--- src/sint_ram.sv ---
// simple dual-port synchronous ram with registered read data
`default_nettype none
module sint_ram #(
  parameter int AW = 8,
  parameter int DW = 8
) (
  input  wire logic          clk,
  input  wire logic          we,
  input  wire logic [AW-1:0] waddr,
  input  wire logic [DW-1:0] wdata,
  input  wire logic [AW-1:0] raddr,
  output logic      [DW-1:0] rdata
);

  logic [DW-1:0] mem [2**AW];

  always_ff @(posedge clk) begin
    if (we) begin
      mem[waddr] <= wdata;
    end
  end

  always_ff @(posedge clk) begin
    rdata <= mem[raddr];
  end

endmodule
`default_nettype wire

--- config.mk ---
export PLATFORM = sky130hd
export DESIGN_NAME = sint_ram
export DESIGN_NICKNAME = d
export VERILOG_FILES = /design/src/sint_ram.sv
export SDC_FILE = /design/constraint.sdc
export NUM_CORES = 2
export LEC_CHECK = 0
export BUFFER_PORTS_ARGS = -buffer_cell sky130_fd_sc_hd__buf_4
export CAP_MARGIN = 20
export CORE_MARGIN = 3
export CORE_UTILIZATION = 30
export CTS_CLUSTER_DIAMETER = 60
export CTS_CLUSTER_SIZE = 16
export DETAILED_ROUTE_END_ITERATION = 16
export PLACE_DENSITY = 0.56
export SLEW_MARGIN = 25
export SYNTH_ARGS = -nofsm -noshare
export SYNTH_HDL_FRONTEND = slang
export SYNTH_SLANG_ARGS = --single-unit
--- constraint.sdc ---
create_clock -name clk -period 5.8 [get_ports clk]
set_input_delay 0.29 -clock clk [delete_from_list [all_inputs] [get_ports clk]]
set_output_delay 0.29 -clock clk [all_outputs]
set_load 0.01 [all_outputs]
==> out/results.tsv <==
metric	value	unit
outcome	finished clean	
core area	263200	um2
post-synthesis adder-cell area fraction	0	%
number of enable-type register cells in the synthesized netlist	2048	
Clock Latency Late Sink	820	ps
first-pass GRT wire length	292.0	mm
Congestion Overflow GR	0	
filler-free cell count of the finished design	7364	
port buffer count	33	
top post-synthesis cells by area	edfxtp_1, mux4_2, mux2i_1, nor2_1, a22oi_1	
vias after detailed routing	37810	
deepest clock path buffer count	3	
count of antenna-violating nets left after detailed routing	0	
slew at the pin closest to its max-slew limit	1144	ps
maximum number of pins on one net before global-route repair	205	
chip width	521.0	um
flop and latch count out of synthesis	2056	
number of nets produced by synthesis	3759	
clock-pin transition on the worst setup and hold timing paths	70	ps
summed instance area of the synthesized netlist	79560	um2
Slew Limit Headroom	23.77	%
number of fill cells	24510	
total clock buffers created by CTS	157	
type of the worst setup path	in2reg	
mean cell area of the mapped netlist	21.31	um2
via count of the first global-routing pass	38290	
I/O pin count	34	
setup repair after global routing missed its margin	false	
HPWL reported at the end of detailed placement	120.7	mm
count of distinct cell types in the synthesized netlist	55	
number of antenna violations at the first check in global routing	10	
Tmin final	3125	ps
Final Wtd Congestion	0.7940	
clock tree from TritonCTS	done	
Worst Path Required	6470	ps
largest family of logic cells by synthesized area	multiplexers	
maximum achievable frequency	320.0	MHz
Synth area leader	edfxtp_1	
critical path startpoint category	input port	
Critical Path Fanout Max	55	
Synth async-reset ratio	0	%
Top FF cell, synth	edfxtp_1	
layout cells sized above 1	20.80	%
Synth Instances	3733	
Slew Viols, Final	0	
number of H-tree branching levels	4	
number of instances resized during post-cts repair	0	
HP Class	in2reg	
final hold violations	0	
post-detailed-route via-to-cell ratio	5.135	
fin area	88540	um2
Synth Warn #	0	
fraction of the mapped netlist area in compound gates	3.419	%
final setup violating endpoints	0	
number of clock sinks	2056	
area share of and/or/nand/nor cells after synthesis	2.628	%
height of the chip	521.0	um
max_cap viols	0	
final net count	3801	
number of cell rows	188	
DR WL/cell	27.66	um
overall die area	271400	um2
Max VDD drop	0.2518	mV
final cycle utilization of the critical path	53.88	%
relative area change from synthesis to final layout	11.30	%
final wirelength	203.7	mm
placed cell areas	83690	um2
share of the synthesized area in the top cell type	77.30	%
sequential cell area fraction in the yosys report	77.50	%
gr usage total	14.79	%
largest clock skew in the final design	59.46	ps
data arrival time of the critical path	3800	ps
Pwr per Cell Area	320.6	nW/um2
Leakage Power	26.22	nW
total iterations of the first detailed-routing run	5	
cell count after placement	7124	
DRC marker count from the first detailed-route iteration	4244	
mux cell area share after synthesis	14.62	%
Worst setup EP type	flip-flop	
number of design rule violations left after detail routing	0	
root buffer cell	clkbuf_16	
area share of xor/xnor cells in the synthesized design	0	%
total negative slack for setup checks	0	ps
starting density of the core	30.22	%
-- cell usage after synthesis, drive strengths merged (2+ instances only) --
cell type  count
edfxtp      2048
mux4         456
nor2         282
mux2i        134
a22oi        133
buf          122
clkbuf       111
a21oi         96
o221ai        47
nand3         34
nand2         33
nor2b         31
o22ai         28
nor4          27
nor3          22
a211oi        16
a221oi        14
o21ai         12
nand4         10
o211ai        10
a22o           8
dfxtp          8
nand2b         8
and2           6
a2111oi        5
o22a           5
o32ai          5
or2            4
a311oi         2
a31oi          2
and3b          2
nand3b         2
-- metal layers --
layer	wire, um	up-vias	track usage [%]	share of wire (%)
li1	-	15690	-	-
met1	87160	20610	20.70	43
met2	98480	1270	23.72	48
met3	13420	239	2.895	6.6
met4	4570	6	3.657	2.2
met5	38	-	0	0.019
-- cell families after synthesis --
kind of cell	after synthesis
AOI/OAI and AO/OA	385
muxes	591
and+or+nand+nor	466
buffers and inverters	235
DFF	2056
-- power by group --
group          internal, mW  total [mW]  switching [mW]
Clock                  5.30        10.5            5.21
Sequential             16.4        16.4          0.0336
Combinational         0.496        1.48           0.982
Total                  22.2        28.4            6.22
-- flip-flops by register name (all words and copies together) (netlist names) --
signal  count
rdata       8
mem      2048
-- cells in the final DEF, fill, tap and decap left out, types with 16 or more instances in the layout --
master / instances
clkbuf_16: 159
nor3_1: 21
mux2i_1: 134
buf_12: 18
o22ai_1: 28
nand2_1: 33
nor2b_1: 28
o221ai_1: 46
a22oi_1: 133
nor2_1: 278
mux4_2: 454
a21oi_1: 96
buf_4: 80
nor4_1: 18
edfxtp_1: 2048
nand3_1: 33
a211oi_1: 16
-- critical path, cell delays in order --
cell and delay, ps:
buf_8 460, buf_12 430, mux4_2 590, a22o_1 250, a221oi_1 340, o221ai_1 320, a211oi_1 840, nor4_1 80
-- per-stage QoR --
stage               power, mW  setup WS (ps)  hold WS, ps  util, %
floorplan               17.51           3572        388.9        -
global placement        18.20           1608        725.1    31.78
detailed placement      18.22           1860        736.1    31.80
CTS                     28.61           2745        30.24    33.59
global route            29.25           2568        28.91    33.64
finish                  28.39           2675        19.09    33.64
-- layout make-up --
class	count	area, um2	area share [%]
Antenna cell	3	7.507	0.008478
Clock buffer	174	4035	4.557
Clock inverter	56	666.9	0.7532
Inverter	2	7.507	0.008478
Multi-Input combinational cell	1442	16540	18.68
Sequential cell	2056	61660	69.64
Tap cell	3515	4398	4.967
Timing Repair Buffer	116	1227	1.386
-- path summary, 6_finish.rpt --
check	from	to	slack [ps]	cells after the start
hold reg to reg	mem[51][1]$_DFFE_PP_	rdata[1]$_DFF_P_	1080	5
hold / removal	wdata[3]	mem[156][3]$_DFFE_PP_	20	1
setup / recovery	raddr[0]	rdata[3]$_DFF_P_	2680	8
setup reg to reg	mem[27][3]$_DFFE_PP_	rdata[3]$_DFF_P_	2980	6
-- repair_timing --
action	4_1_cts	5_1_grt
buffers inserted	0	0
endpoints found under the hold margin	142	90
hold buffers	3	2
(Power assumes the default switching activity.)
